[config.mk]
export PLATFORM = sky130hd
export DESIGN_NAME = cubic_bspline_point_evaluator
export DESIGN_NICKNAME = d
export VERILOG_FILES = /design/src/bspl_pkg.sv /design/src/cubic_bspline_point_evaluator.sv /design/src/bspl_mul.sv /design/src/bspl_div.sv
export SDC_FILE = /design/constraint.sdc
export NUM_CORES = 2
export LEC_CHECK = 0
export BUFFER_PORTS_ARGS = -buffer_cell sky130_fd_sc_hd__buf_4
export CAP_MARGIN = 20
export CORE_AREA = 4 4 346 348
export CTS_CLUSTER_SIZE = 10
export DETAILED_ROUTE_END_ITERATION = 8
export DIE_AREA = 0 0 350 352
export PLACE_DENSITY = 0.71
export SLEW_MARGIN = 15
export SYNTH_ARGS = -nofsm -noshare
export SYNTH_HDL_FRONTEND = slang
export SYNTH_SLANG_ARGS = --single-unit
[constraint.sdc]
create_clock -name clock -period 24.8 [get_ports clock]
set_clock_uncertainty 0.1 [all_clocks]
set_input_delay 4.96 -clock clock [delete_from_list [all_inputs] [get_ports clock]]
set_output_delay 4.96 -clock clock [all_outputs]
set_load 0.01 [all_outputs]
[src/bspl_pkg.sv]
// Shared widths, payload types and unit interfaces for the cubic B-spline evaluator.
package bspl_pkg;

   // Coordinate and step widths.
   localparam int COORD_BITS  = 12;
   localparam int STEP_BITS   = 10;
   localparam int STEPS_RESET = 100;

   // Weights and the denominator 6*s^3 stay below 2^(3*STEP_BITS+3).
   localparam int W_BITS     = 3 * STEP_BITS + 3;
   // Second multiplier operand: a coordinate, one of k, s and v, or the small factor 6s-3k.
   localparam int MUL_B_BITS = (COORD_BITS > STEP_BITS + 4) ? COORD_BITS : STEP_BITS + 4;
   localparam int PROD_BITS  = W_BITS + MUL_B_BITS + 1;
   // Signed weighted sum of four coordinates.
   localparam int ACC_BITS   = W_BITS + COORD_BITS + 1;
   // Offset dividend of the rounding division, always non-negative.
   localparam int NUM_BITS   = W_BITS + COORD_BITS + 2;
   localparam int DIV_CNT_BITS = $clog2(COORD_BITS);

   // Command codes.
   localparam logic CMD_PUSH   = 1'b0;
   localparam logic CMD_SAMPLE = 1'b1;

   typedef struct packed {
      logic                         cmd;
      logic signed [COORD_BITS-1:0] in_x;
      logic signed [COORD_BITS-1:0] in_y;
      logic [STEP_BITS-1:0]         step_index;
   } req_type;

   typedef struct packed {
      logic signed [COORD_BITS-1:0] out_x;
      logic signed [COORD_BITS-1:0] out_y;
      logic                         window_full;
   } rsp_type;

   // Request to the shared divider.
   typedef struct packed {
      logic                       start;
      logic signed [ACC_BITS-1:0] num;
      logic [W_BITS-1:0]          den;
   } div_req_type;

   // Answer of the shared divider.
   typedef struct packed {
      logic                         done;
      logic signed [COORD_BITS-1:0] quot;
   } div_rsp_type;

endpackage

[src/cubic_bspline_point_evaluator.sv]
// Top level of the uniform cubic B-spline point evaluator: window, sequencer and output stage.
//
// Usage: items enter on req_valid/req_stall. A push item (cmd 0) shifts a control
// point into a four-point window; it gives no result and leaves the block ready.
// A sample item (cmd 1) gives one result on rsp_valid/rsp_stall: the curve point
// at t = step_index / steps, step_index capped at steps, rounded half up, with window_full
// set. With fewer than four points held the result is zero with window_full clear.
// A full sample works out the weights and the two weighted sums on the one shared
// multiplier, then runs two 12-bit rounding divisions on the shared one-bit-a-cycle
// divider. req_stall is high while a sample is being worked on, so samples run
// one at a time. The result sits in an output register; the next item is accepted
// while it waits, and a finished sample waits there for rsp_stall to fall before
// it is handed over. Write steps through csr_we/csr_wdata only while the block
// is idle; the block itself does not enforce this. Zero acts as one.
// Synchronous reset empties the window, sets steps to 100 and drops rsp_valid.
module cubic_bspline_point_evaluator (
   input  logic                           clock,
   input  logic                           reset,
   input  logic                           req_valid,
   output logic                           req_stall,
   input  bspl_pkg::req_type              req_data,
   output logic                           rsp_valid,
   input  logic                           rsp_stall,
   output bspl_pkg::rsp_type              rsp_data,
   input  logic                           csr_we,
   input  logic [bspl_pkg::STEP_BITS-1:0] csr_wdata
);
   import bspl_pkg::*;

   // Sequencer states.
   localparam logic [2:0] ST_IDLE      = 3'd0;
   localparam logic [2:0] ST_MUL       = 3'd1;
   localparam logic [2:0] ST_DIVX_GO   = 3'd2;
   localparam logic [2:0] ST_DIVX_WAIT = 3'd3;
   localparam logic [2:0] ST_DIVY_GO   = 3'd4;
   localparam logic [2:0] ST_DIVY_WAIT = 3'd5;
   localparam logic [2:0] ST_DONE      = 3'd6;

   localparam logic [3:0] PH_LAST      = 4'd15;
   localparam logic [2:0] WINDOW_DEPTH = 3'd4;
   localparam int         M_BITS       = STEP_BITS + 3;

   logic [2:0]                   state_ff, state_in;
   logic [3:0]                   ph_ff, ph_in;
   logic [STEP_BITS-1:0]         steps_ff, steps_in;
   logic [2:0]                   held_ff, held_in;
   logic signed [COORD_BITS-1:0] win_x_ff [4];
   logic signed [COORD_BITS-1:0] win_x_in [4];
   logic signed [COORD_BITS-1:0] win_y_ff [4];
   logic signed [COORD_BITS-1:0] win_y_in [4];
   logic                         rsp_valid_ff, rsp_valid_in;

   logic [STEP_BITS-1:0]         k_ff, k_in, s_ff, s_in, v_ff, v_in;
   logic [2*STEP_BITS-1:0]       k2_ff, k2_in, s2_ff, s2_in, v2_ff, v2_in;
   logic [3*STEP_BITS-1:0]       s3_ff, s3_in;
   logic [W_BITS-1:0]            den_ff, den_in;
   logic [W_BITS-1:0]            w0_ff, w0_in, w1_ff, w1_in, w2_ff, w2_in, w3_ff, w3_in;
   logic signed [ACC_BITS-1:0]   acc_x_ff, acc_x_in, acc_y_ff, acc_y_in;
   logic signed [COORD_BITS-1:0] rx_ff, rx_in, ry_ff, ry_in;
   logic                         full_ff, full_in;
   rsp_type                      rsp_data_ff, rsp_data_in;

   logic                         req_acc;
   logic                         out_free;
   logic [STEP_BITS-1:0]         s_eff;
   logic [STEP_BITS-1:0]         k_sat;
   logic [M_BITS-1:0]            m63;
   logic [W_BITS-1:0]            s3_w;
   logic [W_BITS-1:0]            prod_w;
   logic signed [ACC_BITS-1:0]   prod_acc;

   logic [W_BITS-1:0]            mul_a;
   logic signed [MUL_B_BITS-1:0] mul_b;
   logic signed [PROD_BITS-1:0]  prod_ff;
   div_req_type                  div_req;
   div_rsp_type                  div_rsp;

   bspl_mul u_mul (
      .clock   (clock),
      .mul_a   (mul_a),
      .mul_b   (mul_b),
      .prod_ff (prod_ff)
   );

   bspl_div u_div (
      .clock   (clock),
      .reset   (reset),
      .div_req (div_req),
      .div_rsp (div_rsp)
   );

   // Handshakes.
   assign req_stall = (state_ff != ST_IDLE);
   assign req_acc   = req_valid & ~req_stall;
   assign out_free  = ~rsp_valid_ff | ~rsp_stall;
   assign rsp_valid = rsp_valid_ff;
   assign rsp_data  = rsp_data_ff;

   // Effective step count and saturated sample position.
   assign s_eff = (steps_ff == '0) ? STEP_BITS'(1) : steps_ff;
   assign k_sat = (req_data.step_index > s_eff) ? s_eff : req_data.step_index;

   // Small factor 6s - 3k, always positive since k <= s.
   assign m63 = (M_BITS'(s_ff) << 2) + (M_BITS'(s_ff) << 1)
              - (M_BITS'(k_ff) << 1) - M_BITS'(k_ff);

   assign s3_w     = W_BITS'(s3_ff);
   assign prod_w   = prod_ff[W_BITS-1:0];
   assign prod_acc = signed'(prod_ff[ACC_BITS-1:0]);

   // Multiplier operands for each phase of the sequence.
   always_comb begin
      mul_a = '0;
      mul_b = '0;
      unique case (ph_ff)
         4'd0: begin
            mul_a = W_BITS'(k_ff);
            mul_b = signed'(MUL_B_BITS'(k_ff));
         end
         4'd1: begin
            mul_a = W_BITS'(s_ff);
            mul_b = signed'(MUL_B_BITS'(s_ff));
         end
         4'd2: begin
            mul_a = W_BITS'(v_ff);
            mul_b = signed'(MUL_B_BITS'(v_ff));
         end
         4'd3: begin
            mul_a = W_BITS'(k2_ff);
            mul_b = signed'(MUL_B_BITS'(k_ff));
         end
         4'd4: begin
            mul_a = W_BITS'(s2_ff);
            mul_b = signed'(MUL_B_BITS'(s_ff));
         end
         4'd5: begin
            mul_a = W_BITS'(v2_ff);
            mul_b = signed'(MUL_B_BITS'(v_ff));
         end
         4'd6: begin
            mul_a = W_BITS'(k2_ff);
            mul_b = signed'(MUL_B_BITS'(m63));
         end
         4'd7: begin
            mul_a = w0_ff;
            mul_b = MUL_B_BITS'(win_x_ff[0]);
         end
         4'd8: begin
            mul_a = w1_ff;
            mul_b = MUL_B_BITS'(win_x_ff[1]);
         end
         4'd9: begin
            mul_a = w2_ff;
            mul_b = MUL_B_BITS'(win_x_ff[2]);
         end
         4'd10: begin
            mul_a = w3_ff;
            mul_b = MUL_B_BITS'(win_x_ff[3]);
         end
         4'd11: begin
            mul_a = w0_ff;
            mul_b = MUL_B_BITS'(win_y_ff[0]);
         end
         4'd12: begin
            mul_a = w1_ff;
            mul_b = MUL_B_BITS'(win_y_ff[1]);
         end
         4'd13: begin
            mul_a = w2_ff;
            mul_b = MUL_B_BITS'(win_y_ff[2]);
         end
         4'd14: begin
            mul_a = w3_ff;
            mul_b = MUL_B_BITS'(win_y_ff[3]);
         end
         default: begin
            mul_a = '0;
            mul_b = '0;
         end
      endcase
   end

   // Divider requests in the two start states.
   assign div_req.start = (state_ff == ST_DIVX_GO) || (state_ff == ST_DIVY_GO);
   assign div_req.num   = (state_ff == ST_DIVY_GO) ? acc_y_ff : acc_x_ff;
   assign div_req.den   = den_ff;

   // Sequencer and data path registers.
   always_comb begin
      state_in     = state_ff;
      ph_in        = ph_ff;
      steps_in     = steps_ff;
      held_in      = held_ff;
      win_x_in     = win_x_ff;
      win_y_in     = win_y_ff;
      rsp_valid_in = rsp_valid_ff & rsp_stall;
      rsp_data_in  = rsp_data_ff;
      k_in         = k_ff;
      s_in         = s_ff;
      v_in         = v_ff;
      k2_in        = k2_ff;
      s2_in        = s2_ff;
      v2_in        = v2_ff;
      s3_in        = s3_ff;
      den_in       = den_ff;
      w0_in        = w0_ff;
      w1_in        = w1_ff;
      w2_in        = w2_ff;
      w3_in        = w3_ff;
      acc_x_in     = acc_x_ff;
      acc_y_in     = acc_y_ff;
      rx_in        = rx_ff;
      ry_in        = ry_ff;
      full_in      = full_ff;

      if (csr_we) begin
         steps_in = csr_wdata;
      end

      unique case (state_ff)
         ST_IDLE: begin
            if (req_acc) begin
               if (req_data.cmd == CMD_PUSH) begin
                  // Shift the window, newest point at the top.
                  win_x_in[0] = win_x_ff[1];
                  win_x_in[1] = win_x_ff[2];
                  win_x_in[2] = win_x_ff[3];
                  win_x_in[3] = req_data.in_x;
                  win_y_in[0] = win_y_ff[1];
                  win_y_in[1] = win_y_ff[2];
                  win_y_in[2] = win_y_ff[3];
                  win_y_in[3] = req_data.in_y;
                  if (held_ff != WINDOW_DEPTH) begin
                     held_in = held_ff + 3'd1;
                  end
               end else if (held_ff != WINDOW_DEPTH) begin
                  // Not enough points: a zero result.
                  rx_in    = '0;
                  ry_in    = '0;
                  full_in  = 1'b0;
                  state_in = ST_DONE;
               end else begin
                  k_in     = k_sat;
                  s_in     = s_eff;
                  v_in     = s_eff - k_sat;
                  ph_in    = '0;
                  state_in = ST_MUL;
               end
            end
         end
         ST_MUL: begin
            // The product of the previous phase is consumed here.
            unique case (ph_ff)
               4'd1:  k2_in = prod_w[2*STEP_BITS-1:0];
               4'd2:  s2_in = prod_w[2*STEP_BITS-1:0];
               4'd3:  v2_in = prod_w[2*STEP_BITS-1:0];
               4'd4:  w3_in = prod_w;
               4'd5:  s3_in = prod_w[3*STEP_BITS-1:0];
               4'd6: begin
                  w0_in  = prod_w;
                  den_in = (s3_w << 2) + (s3_w << 1);
               end
               4'd7: begin
                  // w1 = 4s^3 - k^2(6s-3k); w2 = 6s^3 - w0 - w1 - w3.
                  w1_in = (s3_w << 2) - prod_w;
                  w2_in = (s3_w << 1) - w0_ff - w3_ff + prod_w;
               end
               4'd8:  acc_x_in = prod_acc;
               4'd9,
               4'd10,
               4'd11: acc_x_in = acc_x_ff + prod_acc;
               4'd12: acc_y_in = prod_acc;
               4'd13,
               4'd14,
               4'd15: acc_y_in = acc_y_ff + prod_acc;
               default: begin
               end
            endcase
            ph_in = ph_ff + 4'd1;
            if (ph_ff == PH_LAST) begin
               state_in = ST_DIVX_GO;
            end
         end
         ST_DIVX_GO: begin
            state_in = ST_DIVX_WAIT;
         end
         ST_DIVX_WAIT: begin
            if (div_rsp.done) begin
               rx_in    = div_rsp.quot;
               state_in = ST_DIVY_GO;
            end
         end
         ST_DIVY_GO: begin
            state_in = ST_DIVY_WAIT;
         end
         ST_DIVY_WAIT: begin
            if (div_rsp.done) begin
               ry_in    = div_rsp.quot;
               full_in  = 1'b1;
               state_in = ST_DONE;
            end
         end
         ST_DONE: begin
            // Hand the result to the output register once it is free.
            if (out_free) begin
               rsp_valid_in            = 1'b1;
               rsp_data_in.out_x       = rx_ff;
               rsp_data_in.out_y       = ry_ff;
               rsp_data_in.window_full = full_ff;
               state_in                = ST_IDLE;
            end
         end
         default: begin
            state_in = ST_IDLE;
         end
      endcase
   end

   // Control state.
   always_ff @(posedge clock) begin
      if (reset) begin
         state_ff     <= ST_IDLE;
         ph_ff        <= '0;
         steps_ff     <= STEP_BITS'(STEPS_RESET);
         held_ff      <= '0;
         rsp_valid_ff <= 1'b0;
         for (int i = 0; i < 4; i++) begin
            win_x_ff[i] <= '0;
            win_y_ff[i] <= '0;
         end
      end else begin
         state_ff     <= state_in;
         ph_ff        <= ph_in;
         steps_ff     <= steps_in;
         held_ff      <= held_in;
         rsp_valid_ff <= rsp_valid_in;
         win_x_ff     <= win_x_in;
         win_y_ff     <= win_y_in;
      end
   end

   // Data path registers.
   always_ff @(posedge clock) begin
      rsp_data_ff <= rsp_data_in;
      k_ff        <= k_in;
      s_ff        <= s_in;
      v_ff        <= v_in;
      k2_ff       <= k2_in;
      s2_ff       <= s2_in;
      v2_ff       <= v2_in;
      s3_ff       <= s3_in;
      den_ff      <= den_in;
      w0_ff       <= w0_in;
      w1_ff       <= w1_in;
      w2_ff       <= w2_in;
      w3_ff       <= w3_in;
      acc_x_ff    <= acc_x_in;
      acc_y_ff    <= acc_y_in;
      rx_ff       <= rx_in;
      ry_ff       <= ry_in;
      full_ff     <= full_in;
   end

endmodule

[src/bspl_mul.sv]
// Shared signed multiplier with a registered product.
module bspl_mul (
   input  logic                                  clock,
   input  logic [bspl_pkg::W_BITS-1:0]           mul_a,
   input  logic signed [bspl_pkg::MUL_B_BITS-1:0] mul_b,
   output logic signed [bspl_pkg::PROD_BITS-1:0]  prod_ff
);
   import bspl_pkg::*;

   logic signed [W_BITS:0]      a_s;
   logic signed [PROD_BITS-1:0] prod_in;

   // The first operand is always non-negative.
   assign a_s     = signed'({1'b0, mul_a});
   assign prod_in = PROD_BITS'(a_s) * PROD_BITS'(mul_b);

   always_ff @(posedge clock) begin
      prod_ff <= prod_in;
   end

endmodule

[src/bspl_div.sv]
// Restoring divider that rounds a weighted sum to the nearest coordinate, one bit a cycle.
module bspl_div (
   input  logic                    clock,
   input  logic                    reset,
   input  bspl_pkg::div_req_type   div_req,
   output bspl_pkg::div_rsp_type   div_rsp
);
   import bspl_pkg::*;

   logic                    busy_ff, busy_in;
   logic                    done_ff, done_in;
   logic [DIV_CNT_BITS-1:0] cnt_ff, cnt_in;
   logic [NUM_BITS-1:0]     rem_ff, rem_in;
   logic [NUM_BITS-1:0]     dsh_ff, dsh_in;
   logic [COORD_BITS-1:0]   quot_ff, quot_in;

   logic [NUM_BITS-1:0] num_ext;
   logic [NUM_BITS-1:0] den_ext;
   logic [NUM_BITS-1:0] start_rem;
   logic                ge;

   // Dividend 2*num + den, shifted up by 2^COORD_BITS * den so that it is never
   // negative; the quotient then carries an offset of half the coordinate range.
   assign num_ext   = {{(NUM_BITS-ACC_BITS){div_req.num[ACC_BITS-1]}}, div_req.num};
   assign den_ext   = NUM_BITS'(div_req.den);
   assign start_rem = (num_ext << 1) + den_ext + (den_ext << COORD_BITS);
   assign ge        = (rem_ff >= dsh_ff);

   // One trial subtraction per cycle, most significant quotient bit first.
   always_comb begin
      busy_in = busy_ff;
      done_in = 1'b0;
      cnt_in  = cnt_ff;
      rem_in  = rem_ff;
      dsh_in  = dsh_ff;
      quot_in = quot_ff;
      priority if (div_req.start) begin
         busy_in = 1'b1;
         rem_in  = start_rem;
         dsh_in  = den_ext << COORD_BITS;
         cnt_in  = DIV_CNT_BITS'(COORD_BITS - 1);
      end else if (busy_ff) begin
         if (ge) begin
            rem_in = rem_ff - dsh_ff;
         end
         quot_in = {quot_ff[COORD_BITS-2:0], ge};
         dsh_in  = dsh_ff >> 1;
         cnt_in  = cnt_ff - 1'b1;
         if (cnt_ff == '0) begin
            busy_in = 1'b0;
            done_in = 1'b1;
         end
      end else begin
         // Idle: the last quotient is held.
      end
   end

   always_ff @(posedge clock) begin
      if (reset) begin
         busy_ff <= 1'b0;
         done_ff <= 1'b0;
         cnt_ff  <= '0;
      end else begin
         busy_ff <= busy_in;
         done_ff <= done_in;
         cnt_ff  <= cnt_in;
      end
   end

   always_ff @(posedge clock) begin
      rem_ff  <= rem_in;
      dsh_ff  <= dsh_in;
      quot_ff <= quot_in;
   end

   // Removing the offset flips the top bit of the quotient.
   assign div_rsp.done = done_ff;
   assign div_rsp.quot = signed'({~quot_ff[COORD_BITS-1], quot_ff[COORD_BITS-2:0]});

endmodule

# Yosys cells after proc, flatten, opt, wreduce, memory -nomap -nowiden
# Index checks and enable logic that the tools add are counted.
[totals]
word_cells = 190
ff_bits = 700
output_inout_bits = 27
in_bits = 50
[op_classes]
multipliers = 1
n_addsub = 17
mux = 43
n_eq_ne = 30
order_cmp = 2
n_reduce_logical = 44
n_bitwise = 11
[op_table]
columns = ["operator", "n"]
rows = [
  ["33-bit case mux with 10 select lines", 1],
  ["46-bit case mux with 2 select lines", 2],
  ["14-bit case mux with 12 select lines", 1],
  ["47-bit two-way mux", 3],
  ["46-bit adder", 2],
  ["45-bit two-way mux", 2],
  ["12-bit two-way mux", 4],
  ["12-bit case mux with 2 select lines", 2],
  ["47-bit by 33-bit adder with 47-bit output", 1],
  ["47-bit by 45-bit adder with 47-bit output", 1],
  ["47-bit by 45-bit greater-or-equal comparator with 1-bit output", 1],
  ["47-bit by 45-bit subtractor with 47-bit output", 1],
  ["34-bit by 14-bit multiplier with 46-bit output", 1],
  ["46-bit two-way mux", 1],
  ["32-bit by 31-bit adder with 33-bit output", 1],
  ["33-bit adder", 1],
  ["31-bit by 33-bit subtractor with 33-bit output", 1],
  ["32-bit by 33-bit subtractor with 33-bit output", 1],
  ["33-bit subtractor", 1],
  ["4-bit == test (second input constant)", 8],
  ["2-bit AND reduction", 12],
  ["3-bit two-way mux", 7],
  ["3-bit case mux with 7 select lines", 1],
  ["10-bit two-way mux", 2],
  ["36 further kinds", 90],
]

# Depth between registers and ports, before layout
[logic_depth]
depth_word = 5
ltp_mapped = 41
ltp_nobuf = 41

# Modules after synthesis
# From an unflattened synthesis, not the netlist that was laid out.
[hier_totals]
hier_cells = 6145
area_unflattened_um2 = 59811.1
[by_module_without_submodules]
columns = ["module", "seq_area_each_um2", "cells_each", "area_per_inst_um2", "n_inst"]
rows = [
  ["cubic_bspline_point_evaluator", 15134.5, 3197, 33094.2, 1],
  ["bspl_mul", 960.9, 1829, 16419.5, 1],
  ["bspl_div", 3123.0, 1119, 10297.4, 1],
]

# Worst setup path after synthesis
# No wires, ideal clock.
[synth_timing]
kind = "reg-to-reg"
start = "register k_ff[1]"
end = "register u_mul.prod_ff[45] (netlist name)"
path_buffers = 1
arrival_time_ns = 9.303
t_required_ns = 24.575
setup_slack_ns = 15.272
setup_ns = 0.125
stages_incl_launch_ff = 40
synth_period_minus_slack_ns = 9.528
path_cell_list = "edfxtp_1 fa_1 fa_1 inv_1 ha_1 fa_1 a21o_1 a21oi_1 o21bai_1 a21oi_1 o21bai_1 a21oi_1 o21bai_1 a21oi_1 xnor2_1 nor2_1 nor2_1 clkbuf_1 (+4 left out) fa_1 fa_1 inv_1 fa_1 inv_1 ha_1 nand3_1 nor4_1 and3_1 a31oi_1 nand4_1 a21oi_1 o31a_1 o21ai_1 and3_1 nor2b_1 o31ai_1 xnor2_1"
[synth_via]
elab_chain_len = 4
elab_cells_between_ends = 5
cone_classes = "add/sub (2); mul (1); mux (2)"
[synth_rtl]
columns = ["item", "line", "rtl"]
rows = [
  ["start, declared", "cubic_bspline_point_evaluator.sv:53", "logic [STEP_BITS-1:0] k_ff, k_in, s_ff, s_in, v_ff, v_in;"],
  ["start signal, assigned", "cubic_bspline_point_evaluator.sv:345", "k_ff <= k_in;"],
  ["13-bit by 11-bit subtractor with 13-bit output", "cubic_bspline_point_evaluator.sv:105", "- (M_BITS'(k_ff) << 1) - M_BITS'(k_ff);"],
  ["13-bit by 10-bit subtractor with 13-bit output", "cubic_bspline_point_evaluator.sv:105", ""],
  ["14-bit case mux with 12 select lines", "cubic_bspline_point_evaluator.sv:115", "unique case (ph_ff)"],
  ["34-bit by 14-bit multiplier with 46-bit output (*)", "bspl_mul.sv:15", "assign prod_in = PROD_BITS'(a_s) * PROD_BITS'(mul_b);"],
  ["net u_mul.prod_in[45]", "bspl_mul.sv:11", "logic signed [PROD_BITS-1:0] prod_in;"],
  ["end signal, assigned", "bspl_mul.sv:18", "prod_ff <= prod_in;"],
  ["end, declared", "bspl_mul.sv:6", "output logic signed [bspl_pkg::PROD_BITS-1:0] prod_ff"],
]
# Mark *: on every way through the listed nets, which the timed path passes. The rest lies on a longest branch.
# A chain may end at the register's enable or synchronous reset.

# Final worst setup path
# Same ends and word-level chain as after synthesis.

==> metrics.md <==
| Metric | Value |
|---|---|
| Outcome | finished, final reports clean |
| Clk root buf | clkbuf_16 |
| CTS Buf Count | between 80 and 90 |
| FF-to-FF End | u_mul.prod_ff[45] |
| Routed len/inst | 20.2 µm |
| Largest family of logic cells by synthesized area | adder cells |
| Post-synthesis async set-or-reset flop share | 0 |
| Rows | 125 |
| Placed cells | about 7.5k |
| Nets | 7071 |
| Antenna violations before repair | 3 |
| Cts repair resizes | 0 |
| Max incr delay on CP | 900 ps |
| CTS max path bufs | 3 |
| Drt pass-1 iters | 9 |
| Yosys top cell area share | 0.268 |
| Fmax | 0.0910 GHz |
| Compound-Gate Fraction of Synth Area | 0.145 |
| Crit path capture type | flop |
| Clock net sink count | 699 |
| Synth Area in Adders | 0.266 |
| Largest net degree at the start of global routing | 97 |
| DR vias | 44.4k |
| Slew headroom | 0.198 |
| GR Util All Layers | 0.249 |
| TritonCTS clock tree | yes |
| Die height | roughly 350 µm |
| Crit-path slowest cell | o21ai_1 |
| Worst Tran Pin Value | 1190 ps |
| Post-Synth XOR/XNOR Area | 0.0481 |
| Fin Setup TNS | 0 ps |
| Post-CTS Setup Repair Bufs | 0 |
| CP Launch Type | flop |
| Synth Register Bits | 699 |
| Detailed-route wire length | roughly 150000 µm |
| Synthesized area per cell | 9.57 µm² |
| Final Power | 0.00648 W |
| Critical Path RT | 25230 ps |
| Sequential area share after synthesis | 0.330 |
| Fin util | 0.542 |
| Antenna Nets Post-Route | 0 |
| Count of cell types in the netlist | a little under 80 |
| Core box area | 116000 µm² |
| Die area | 123000 µm² |
| Simple-Gate Fraction of Synth Area | 0.139 |
| Die Width | 350 µm |
| Internal power | 0.00363 W |
| R2R Setup Slk | 13820 ps |
| GPL Wtd Cong | 0.903 |
| Combinational fraction of design power | 0.559 |
| H-tree depth | 3 |
| Cell Area, Synth | 58100 µm² |
| Iter 0 DRT Violations | 3618 |
| Mux cell area share after synthesis | 0.0138 |
| EDFF count, synth | 518 |
| Port bufs | 76 |
| Critical Path Start | k_ff[1] |
| Worst min path class | reg2reg |
| Routing usage on met2 | 0.428 |
| Vias per cell | between 5 and 6 |
| RSZ-0062 raised after global routing | false |
| Clock network fraction of total power | 0.179 |
| Clock slew at reported path FFs | 60 ps |
| Hold Vio Cnt, Final | 0 |
| Top-count cell post-synth | nand2_1 |
| Switching pwr | 0.00285 W |
| Post-Synthesis Cells | 6069 |
| Synth warn | 0 |
| Met1 Resource Use GR | 0.325 |
| CP Class | reg2reg |
| Area after DPL | 60400 µm² |
| Initial Util | 0.500 |
| PwrDens | 103 nW/µm² |
| Leak | 27.6 nW |
| First-pass GRT wire length | 245000 µm |
| Cell taking the most area after synthesis | edfxtp_1 |
| Io pins | 77 |
| Net Sw Frac | 0.440 |
| Worst Path Max Fanout | 10 |
| Hold buffers post-CTS | 0 |
| Primary FF master, synth | edfxtp_1 |
| Worst path arrival time | 11410 ps |
| Worst vdd ir | 144 µV |
| GRT Max-Usage Layer | met2 |
| Worst setup path end | u_mul.prod_ff[45] |
| M3 GR Usage | 0.0340 |
| Dpl hpwl | between 100000 and 150000 µm |
| Reg-to-Reg Start | k_ff[1] |
| Syn_nets | 7069 |
| Design Area, Final | around 63000 µm² |
| Post-synth top cells | nand2_1 (819), inv_1 (660), edfxtp_1 (518), fa_1 (476), ha_1 (474) |
| Share of layout cells above drive strength 1 | 0.0585 |
| Number of global-route vias before repair | 44.4k |
| Post-Layout Cell Count | about 7.7k |
| Max-cap viol count | 0 |
| Pins Over Slew Limit | 0 |
| Synth area leaders | edfxtp_1 (27%), fa_1 (16%), ha_1 (10%), dfxtp_1 (6.2%), nand2_1 (5.3%) |
| Final min period | 10980 ps |
| DRC Markers | 0 |
| Final setup violation count | 0 |
| FF-to-FF path depth | 37 |
| Sequential share of power | 0.262 |
| Area grow syn2layout | 8.33% |
| Total gr overflow | 0 |
| Fin crit share | 0.443 |
| Clock latency on the worst-skew pair | ~660 ps |
| Crit-path most repeated cell | fa_1 |
[cells in the final DEF (no fill, tap or decap), drive strengths merged, types with 27 or more instances in the layout]
| cell type | n |
|---|---|
| buf | 150 |
| a22oi | 66 |
| nand2b | 60 |
| xnor2 | 188 |
| a221oi | 34 |
| inv | 665 |
| nor2 | 448 |
| nand2 | 819 |
| o21a | 41 |
| nand3 | 111 |
| nand4 | 57 |
| dfxtp | 181 |
| edfxtp | 518 |
| mux2i | 27 |
| a21oi | 464 |
| clkbuf | 133 |
| o21ai | 236 |
| nor3 | 46 |
| a31oi | 32 |
| a21o | 191 |
| nor2b | 55 |
| and2 | 60 |
| xor2 | 131 |
| ha | 474 |
| mux2 | 47 |
| o21bai | 46 |
| and3 | 67 |
| fa | 476 |
[per-stage QoR]
stage          setup slack, ps  hold slack [ps]
2_1_floorplan            15270              300
5_1_grt                  13290              321
3_5_place_dp             14010              305
6_report                 13820              309
3_3_place_gp             14170              304
4_1_cts                  13950              313
[power groups by stage]
stage          Clock (W)  Sequential, W  Combinational (W)
2_1_floorplan          0        0.00167            0.00264
6_report         0.00116        0.00170            0.00362
4_1_cts          0.00118        0.00170            0.00361
3_5_place_dp           0        0.00172            0.00359
5_1_grt          0.00123        0.00171            0.00406
3_3_place_gp           0        0.00172            0.00354
[routing by layer]
layer | vias to the layer above | share of wire
li1 | 20900 | -
met1 | 22000 | 0.42
met2 | 1285 | 0.49
met3 | 286 | 0.059
met4 | 2 | 0.032
met5 | - | 0.000045
[critical path, delay by kind of cell, from the launching register on]
family / cells / cell delay, ps
simple gates: 7 / 1680
compound gates: 14 / 3350
flops: 1 / 490
fa+ha+maj: 11 / 4840
xor+xnor: 2 / 240
buf+inv: 3 / 140
[sequential cells by signal, indices dropped and copies added, names as in the netlist, 12 cells and up]
name           cells
w0_ff             33
rx_ff             12
rsp_data          25
u_div.quot_ff     12
ry_ff             12
win_x_ff          48
acc_y_ff          46
w1_ff             33
s3_ff             30
v2_ff             20
win_y_ff          48
u_div.dsh_ff      45
u_mul.prod_ff     46
acc_x_ff          46
w3_ff             33
u_div.rem_ff      47
s2_ff             20
k2_ff             20
w2_ff             33
den_ff            32
[logic make-up (layout without fill, tap and decap cells)]
family          count (synthesis)  in the layout
other cells                     0              1
buf+inv                       897            962
mux                            74             74
flops                         699            699
fa+ha+maj                     950            950
compound gates               1321           1321
xor+xnor                      319            319
simple gates                 1809           1809
[layout make-up]
cell class                 instances  area (µm²)
antenna                            1        2.50
fill                           10300       53300
tap                             1524        1910
clock buffer                     132        2370
timing repair buffer             151        1150
sequential                       699       19200
inverter                         661        2480
multi-input combinational       4473       35700
clock inverter                    18         155
[how the worst min path moves through the flow]
stage                              end  depth (start not counted)      from
after floorplan            rsp_data[0]                          0   full_ff
after global placement     rsp_data[5]                          0  ry_ff[4]
after detailed placement  rsp_data[15]                          0  rx_ff[2]
after CTS                 rsp_data[10]                          0  ry_ff[9]
after global routing      rsp_data[10]                          0  ry_ff[9]
final                     rsp_data[10]                          0  ry_ff[9]
No activity file was read; power rests on OpenSTA's default activity.
